`config.mk`:
```
export PLATFORM = sky130hd
export DESIGN_NAME = nge_cmp
export DESIGN_NICKNAME = d
export VERILOG_FILES = /design/src/hw/rtl/nge_pkg.sv /design/src/hw/rtl/nge_cmp.sv
export SDC_FILE = /design/constraint.sdc
export NUM_CORES = 1
export LEC_CHECK = 0
export ABC_CLOCK_PERIOD_IN_PS = 2170
export BUFFER_PORTS_ARGS = -buffer_cell sky130_fd_sc_hd__buf_4
export CAP_MARGIN = 30
export CORE_MARGIN = 4
export CORE_UTILIZATION = 46
export DETAILED_ROUTE_END_ITERATION = 8
export GPL_ROUTABILITY_DRIVEN = 0
export MAX_ROUTING_LAYER = met4
export PLACE_DENSITY = 0.94
export SYNTH_ARGS = -nofsm -noshare
export SYNTH_HDL_FRONTEND = slang
export SYNTH_SLANG_ARGS = --single-unit
```
`constraint.sdc`:
```
create_clock -name vclk -period 2.17
set_input_delay 0 -clock vclk [all_inputs]
set_output_delay 0 -clock vclk [all_outputs]
set_load 0.02 [all_outputs]
```
`src/hw/rtl/nge_pkg.sv`:
```
// Shared constants, widths, opcodes and types for the next greater element engine.
package nge_pkg;

  localparam int DATA_W      = 32;
  localparam int STACK_DEPTH = 256;
  localparam int TABLE_DEPTH = 256;

  localparam int SAW = $clog2(STACK_DEPTH);     // stack address width
  localparam int SCW = $clog2(STACK_DEPTH + 1); // stack fill count width
  localparam int TAW = $clog2(TABLE_DEPTH);     // table address width
  localparam int TCW = $clog2(TABLE_DEPTH + 1); // table fill count width

  localparam logic [DATA_W-1:0] NOT_FOUND = '1;

  typedef enum logic [1:0] {
    OP_SEQ   = 2'd0,
    OP_QUERY = 2'd1,
    OP_CLEAR = 2'd2
  } opcode_t;

  typedef struct packed {
    logic gt;
    logic eq;
  } cmp_res_t;

endpackage

```
`src/hw/rtl/nge_cmp.sv`:
```
// Shared compare unit: signed greater-than and equality of two words.
module nge_cmp (
  input  logic signed [nge_pkg::DATA_W-1:0] a,
  input  logic signed [nge_pkg::DATA_W-1:0] b,
  output nge_pkg::cmp_res_t                 res
);
  import nge_pkg::*;

  always_comb begin
    res.gt = (a > b);
    res.eq = (a == b);
  end

endmodule

```
After elaboration in Yosys (flattened, before gate mapping)
Index checks and enable logic that the tools add are counted.
Storage, ports and cells
  bits in writable memories: 0
  bits in latches: 0
  bits in read-only memories: 0
  memories: 0
  bits in registers: 0
  word-level logic and storage cells: 2
  input bits: 64
Cells by class
  multiply operators: 0
  $lt $le $gt $ge: 1
  muxes and demuxes: 0
  shifts and indexed selects: 0
  bitwise logic cells: 0
  eq/ne operators: 1
  $add $sub $neg: 0
  divide/modulo/power cells: 0
  reductions and logical operators: 0
Operators by type and width (count)
  32-bit equality test: 1
  32-bit > comparator: 1

Depth between registers and ports, before layout
Gate-level depths: netlist (run 1).
  depth after elaboration: 1
  mapped depth: 8
  mapped depth without buffers: 8

Worst setup path before layout (run 1)
No wires, ideal clock.
  path kind: input-to-output
  start: input port b[31] (netlist name)
  end: output port res[1] (netlist name)
  arrival time: 1.492 ns
  setup slack: 0.678 ns
  cell stages on the path: 8
  buffers on the path: 0
  cells stage by stage: inv_1 > ha_1 > and4_1 > nand4_1 > or3_1 > a31oi_1 > o221ai_1 > nand2b_1
RTL lines
  start, declared: line nge_cmp.sv:4  | input logic signed [nge_pkg::DATA_W-1:0] b,
  end, declared: line nge_cmp.sv:5  | output nge_pkg::cmp_res_t res

==> summary by stage, run 1 <==
Power and ir drop
The power per unit of standard cell area is 172 mW/mm². The worst supply voltage drop on vdd is 0.000121 V. The total power is 0.236 mW.

For this design the static power due to leakage is 0.881 nW.

Floorplanning
The area of the die is 0.00259 mm². The floorplan step set the die width to 50.9 µm. Once the floorplan was initialized, standard cells occupied 48.9% of the core. The floorplan die height is 50.9 µm. The floorplan has 15 rows. For this design the top-level I/O count stands at 66.

The core area is 0.00173 mm².

Clocking
The number of hold-repair buffers added at the cts stage is 0. The post-CTS setup repair buffer count is 0. The number of instances resized during post-cts repair is 0.

STA
The worst hold slack across all endpoints is 0.540 ns. For the pin with the worst max-slew slack, the measured transition is 0.276 ns. The worst path in the final design needs a cycle of 1.78 ns, including I/O delays and setup. Setup repair after global routing left no endpoint under its margin. The total negative slack for setup checks is 0 ns. The worst pin sits at a relative slew slack of 81.5%. The setup slack of the critical path after layout is 0.388 ns.

Derived from the worst setup path, the maximum achievable clock frequency is 561 MHz. The number of failing hold endpoints at the final stage was 0. The post-route clock period utilization is 82.1%. Setup violations remaining at the end of the flow were counted as 0.

The number of max-slew violations in the final report is 0.

Route
In the final routed layout, each cell accounts on average for 11.5 µm. In this run, the number of DRC markers left after iteration 0 of detailed routing was 7. The count of antenna-violating nets left after detailed routing is 0. The number of iterations in the first detailed-routing pass is 2. The final wirelength is 2.37 mm.

The detailed router placed 1009 vias in this run. In the routed design, unresolved DRC markers number 0. After detailed routing, the number of vias per cell comes to 4.92.

Worst hold path
The hold path depth is 5. The worst-case hold path end point is res[0]. The start point of the worst hold path is b[0]. The path class of the tightest hold or removal check is primary input to output port.

Cells and area
The top cell types in the final layout, fill and taps aside, are buf_4, inv_1, ha_1, a21oi_1, nand2_1. The number of antenna repair diodes is 0. The proportion of layout cells with a drive suffix above 1 is 38.3%. The number of standard cells in the final layout excluding fillers is 205. At the end of the flow, the number of nets in the layout was 278. The filler cell count in the final layout is 137.

The number of clock buffers in the layout is 0. Summing all multi-input logic gate instances after layout gives 721 µm². There are 0 flip-flops and latches. Compared with the post-synthesis result, the final layout area differs by 62.4%.

The library cell used most frequently in the layout, excluding fill and tap cells, is buf_4. The sequential cell area is 0 µm².

Synth
The total standard cell area after synthesis is 845 µm². The share of the Yosys chip area taken by registers is 0%. The number of different library cells used by synthesis comes to 23. The mean instance size in the synthesized netlist is 7.41 µm². Counting every instance in the synthesized netlist gives 114. During synthesis, Yosys emitted a total of 0 warnings. The number of nets handed over by synthesis was 210.

Placed design
The number of placed instances, taps included, is 205. The post-DP HPWL is 2.28 mm. Prior to clock tree synthesis, the placed netlist has a worst setup slack of 0.398 ns.

The number of buffers added on ports is 66.

Worst setup path
Walking the worst path, the cells encountered are buf_4, ha_1, a21o_1, a221o_1, a221oi_1, o21ai_0, o221ai_1, nand2b_1, buf_4. Data arrives at the worst endpoint at 1.78 ns. In this run the worst path has a maximum fanout of 2. In this design, the critical path's most frequently occurring cell is buf_4. The slowest stage of the critical path is the ha_1 cell. The nature of the critical path endpoint is an output port. For this run, the slowest stage of the critical path takes 0.31 ns. At the worst endpoint, the required time is 2.17 ns. The critical path launch point type is a primary input. The critical path is of the primary input to output port type.

Run
Max-cap violations in this run came to 0.

GRT
The initial antenna violation count is 0. The leftover overflow at the end of global routing is 0. Entering global routing, the biggest net connects 5 pins. The number of global-route vias before repair is 1039. The wire length of the first global-routing pass is 3.84 mm. Global routing used 18.7% of the available tracks across all layers.

Status
The flow ran to the end, and the final reports show no timing, DRC or antenna violations.
-- power by group --
group          switching [mW]  internal [mW]
combinational          0.0965          0.139
clock                       0              0
sequential                  0              0
total                  0.0965          0.139
-- per-layer routing --
metal	GRT usage, %	wire length [µm]	vias up
li1	-	-	531
met1	18.6	847	440
met2	41.3	1380	38
met3	0.583	142	0
met4	0	0	0
met5	-	0	-
-- worst max path at each step --
stage / from / end / slack [ns] / cells after the start
global placement: a[31] / res[1] / 0.40 / 9
finish: a[25] / res[1] / 0.39 / 9
floorplan: b[31] / res[1] / 0.68 / 8
global route: b[31] / res[1] / 0.19 / 10
detailed placement: b[31] / res[1] / 0.40 / 10
CTS: b[31] / res[1] / 0.38 / 10
-- synthesized netlist by cell type --
cell / instances / area share [%]
o221ai_1: 1 / 1.0
inv_1: 33 / 15
o21ai_0: 5 / 3.0
nand2b_1: 2 / 1.5
nand3_1: 2 / 1.2
ha_1: 32 / 47
and4_1: 1 / 1.0
a31oi_1: 1 / 0.74
o211a_1: 1 / 1.2
nand2_1: 6 / 2.7
nand2b_4: 1 / 1.6
a221oi_1: 3 / 3.1
a21oi_1: 8 / 4.7
nor2_1: 2 / 0.89
a221o_1: 1 / 1.2
nor4_4: 1 / 2.5
or3_1: 1 / 0.74
and2_0: 1 / 0.74
nand4_1: 5 / 3.7
nor3_1: 1 / 0.59
a21o_1: 4 / 3.6
nand4_2: 1 / 1.5
nor2b_1: 1 / 0.74
-- layout make-up --
cell class	instances	area share, %
Inverter	33	9.03
Multi-Input combinational cell	81	52.6
Tap cell	25	2.28
Timing Repair Buffer	66	36.1
-- per-stage QoR --
| stage | utilization (%) | area [µm²] |
|---|---|---|
| global placement | 79.4 | 1370 |
| CTS | 79.4 | 1370 |
| global route | 79.4 | 1370 |
| floorplan | - | 845 |
| finish | 79.4 | 1370 |
| detailed placement | 79.4 | 1370 |
-- worst max-delay path, delay by kind of cell --
family | cells | cell delay (ns)
AOI/OAI and AO/OA | 5 | 1.13
adders and majority gates | 1 | 0.31
buffers and inverters | 2 | 0.27
and+or+nand+nor | 1 | 0.08
-- cells by family (layout without fill, tap and decap cells) --
group | Yosys count | count (layout) | share of synthesized area [%]
AO/OA/AOI/OAI | 24 | 24 | 18.5
buffers and inverters | 33 | 99 | 14.7
AND/OR/NAND/NOR | 25 | 25 | 19.4
adder cells (fa/ha/maj) | 32 | 32 | 47.4
No activity file was read; power rests on OpenSTA's default activity.
==> inputs of run 2 (changes only) <==
- ABC_CLOCK_PERIOD_IN_PS: 2170 -> 1490
- CORE_ASPECT_RATIO: not set -> 0.6
- CORE_UTILIZATION: 46 -> 38
- PLACE_DENSITY: 0.94 -> 0.84
- clock period: 2.17 -> 1.49 ns (I/O delays scaled with it)
==> run 2 against run 1 <==
Setup slack worse by 0.58 ns; final cell count up 6.3%; sequential cell count is the same; highest routed layer is now met4; global-route usage is 2.8 points higher; clock-buffer cell count did not move; the run now ends with setup timing left.
==> summary by stage, run 2 (synthesis results as in run 1) <==
Worst setup path
The largest fanout on the critical path is 2 (unchanged). The maximum single-stage delay on the critical path came to 0.44 ns (+0.13 ns). The endpoint required time on the critical path is 1.49 ns (-0.68 ns). The worst path buffer plus inverter count was 3 (+1). The critical path in this run is classified as primary input to output port. STA classifies the critical path startpoint as a primary input. Traced cell by cell, the critical path runs through buf_6, inv_2, ha_4, and4_4, nand4_1, or3_4, nand2b_4, o221ai_2, nand2b_1, buf_6. The family of cells with the greatest summed delay on the critical path is simple AND/OR/NAND/NOR gates. The arrival time reported for the critical path endpoint was 1.68 ns (-0.10 ns). By instance count, the cell type seen most on the critical path is buf_6.

The slowest stage of the critical path is the or3_4 cell. The nature of the critical path endpoint is an output port.

GRT
The number of global-route vias before repair is 1106 (+6.4%). The initial antenna violation count was 0 (unchanged). The leftover overflow at the end of global routing is 0 (unchanged).

The total routing usage reported by global routing was 21.5% (+2.8 points). The wire length of the first global-routing pass is 4.98 mm (+30%). The maximum number of pins on one net before global-route repair is 4 (-1).

Route
The number of iterations in the first detailed-routing pass is 4 (+2). The DRC violations left is 0 (unchanged). The violation count after the first detailed-route iteration is 61 (+54). The count of antenna-violating nets left after detailed routing is 0 (unchanged). The detailed-route vias per instance came to 5.32 (+8.1%).

The final wirelength was 3.54 mm (+50%). The total vias in the final route is 1160 (+15%). The mean routed wirelength per cell is 16.2 µm (+41%).

Worst hold path
The start point of the worst hold path is a[31]. The hold path depth is 6 (+1). The worst-case hold path end point is res[1]. The path class of the tightest hold or removal check is primary input to output port.

STA
The number of max-slew violations in the final report came to 0 (unchanged). The total setup violations reported at the end of the flow is 2 (+2). Setup repair after global routing could not meet its margin everywhere. The worst hold slack across all endpoints is 0.608 ns (+0.0684 ns). The slew at the pin closest to its max-slew limit is 0.294 ns (+0.0181 ns). The setup slack of the critical path after layout is -0.194 ns (-0.582 ns).

The final critical path takes up 113% of the cycle. The time the final worst path needs with I/O delays and setup is 1.68 ns. The highest attainable clock frequency is 594 MHz. The number of failing hold endpoints at the final stage came to 0 (unchanged).

The worst slew slack as a fraction of its limit is 80.4% (-1.1 points).

Cells and area
In the layout the commonest cells are buf_4, inv_1, ha_1, buf_6, a21oi_1. The sequential cell area is 0 µm² (unchanged). The number of flip-flops and latches was 0 (unchanged).

The commonest non-fill, non-tap cell in the layout is buf_4. The net count of the finished layout is 288 (+3.6%). The number of antenna repair diodes is 0 (unchanged). The number of standard cells in the final layout excluding fillers was 218 (+6.3%). The proportion of layout cells with a drive suffix above 1 is 54.2% (+16 points). The number of clock buffers in the layout is 0 (unchanged). The post-synthesis to final-layout area growth is 94.5%.

Power and ir drop
The worst supply voltage drop on vdd was 0.000156 V (+29%). The total leakage power is 0.938 nW (+6.6%). The power per unit of standard cell area came to 281 mW/mm² (+64%).

Status
The flow ran to the end, but the final reports show violations. The final reports fail on setup timing.

Floorplanning
The width of the chip is 68.9 µm (+35%). The area of the die is 0.00307 mm² (+19%). The floorplan die height is 44.5 µm (-12%). The effective utilization at floorplan was 42.6% (-6.3 points). The number of placed I/O pins is 66 (unchanged). The core area was 0.00198 mm² (+15%). The row count came to 12 (-3).

Placed design
The post-DP HPWL was 2.47 mm (+8.4%). The number of buffers added on ports came to 66 (unchanged). The cell total after placement came to 213 (+3.9%).

Run
The max-capacitance violation count was 0 (unchanged).
## run 2: cell types whose count changed in the layout (fill, tap and decap cells not counted), moves of 5 or more
cell / delta
inv_1: -7
ha_1: -8
inv_2: +5
ha_4: +7
buf_6: +9
## run 2: report_power, final
part / switching, mW / leakage [nW] / internal, mW
logic: 0.198 / 0.938 / 0.264
clock network: 0 / 0 / 0
registers: 0 / 0 / 0
total: 0.198 / 0.938 / 0.264
## run 2: tightest hold or removal path: stages
cell	delay, ns
buf_6	0.08
ha_4	0.13
buf_4	0.12
o221ai_2	0.08
nand2b_1	0.08
buf_6	0.12
## run 2: metrics by stage
step	TNS, ns	power (mW)	cell area (µm²)	utilization (%)	setup WS, ns
after floorplan	0	0.169	857	-	0.00569
after global placement	-0.274	0.345	1430	71.9	-0.216
after detailed placement	-0.295	0.367	1430	71.9	-0.241
after CTS	-0.138	0.411	1560	78.8	-0.138
after global routing	-0.452	0.503	1640	82.9	-0.234
final	-0.374	0.462	1640	82.9	-0.194
## run 2: worst max path at each step
stage | from | slack, ns | depth (start not counted) | endpoint
6_report | b[29] | -0.19 | 10 | res[1]
5_1_grt | b[29] | -0.23 | 10 | res[1]
4_1_cts | b[27] | -0.14 | 10 | res[1]
3_5_place_dp | a[30] | -0.24 | 9 | res[1]
3_3_place_gp | a[29] | -0.22 | 9 | res[1]
2_1_floorplan | b[25] | 0.006 | 8 | res[1]
## run 2: metal layers
| metal | global-route usage, % | wire length [µm] | vias to the layer above |
|---|---|---|---|
| li1 | - | - | 551 |
| met1 | 26.0 | 1400 | 504 |
| met2 | 39.6 | 1720 | 83 |
| met3 | 1.02 | 262 | 22 |
| met4 | 3.88 | 159 | 0 |
| met5 | - | 0 | - |
## run 2: what timing repair did
item,4_1_cts,5_1_grt
gates cloned,0,0
resized for setup,22,18
buffers inserted,3,2
pin swaps,10,10
endpoints found under the hold margin,0,0
setup endpoints to repair,2,2
hold buffers,0,0
## run 2: final cells by class
class | instances | area, µm²
Tap cell | 28 | 35.0
Multi-Input combinational cell | 81 | 875
Inverter | 33 | 129
Fill cell | 116 | 339
Timing Repair Buffer | 76 | 604
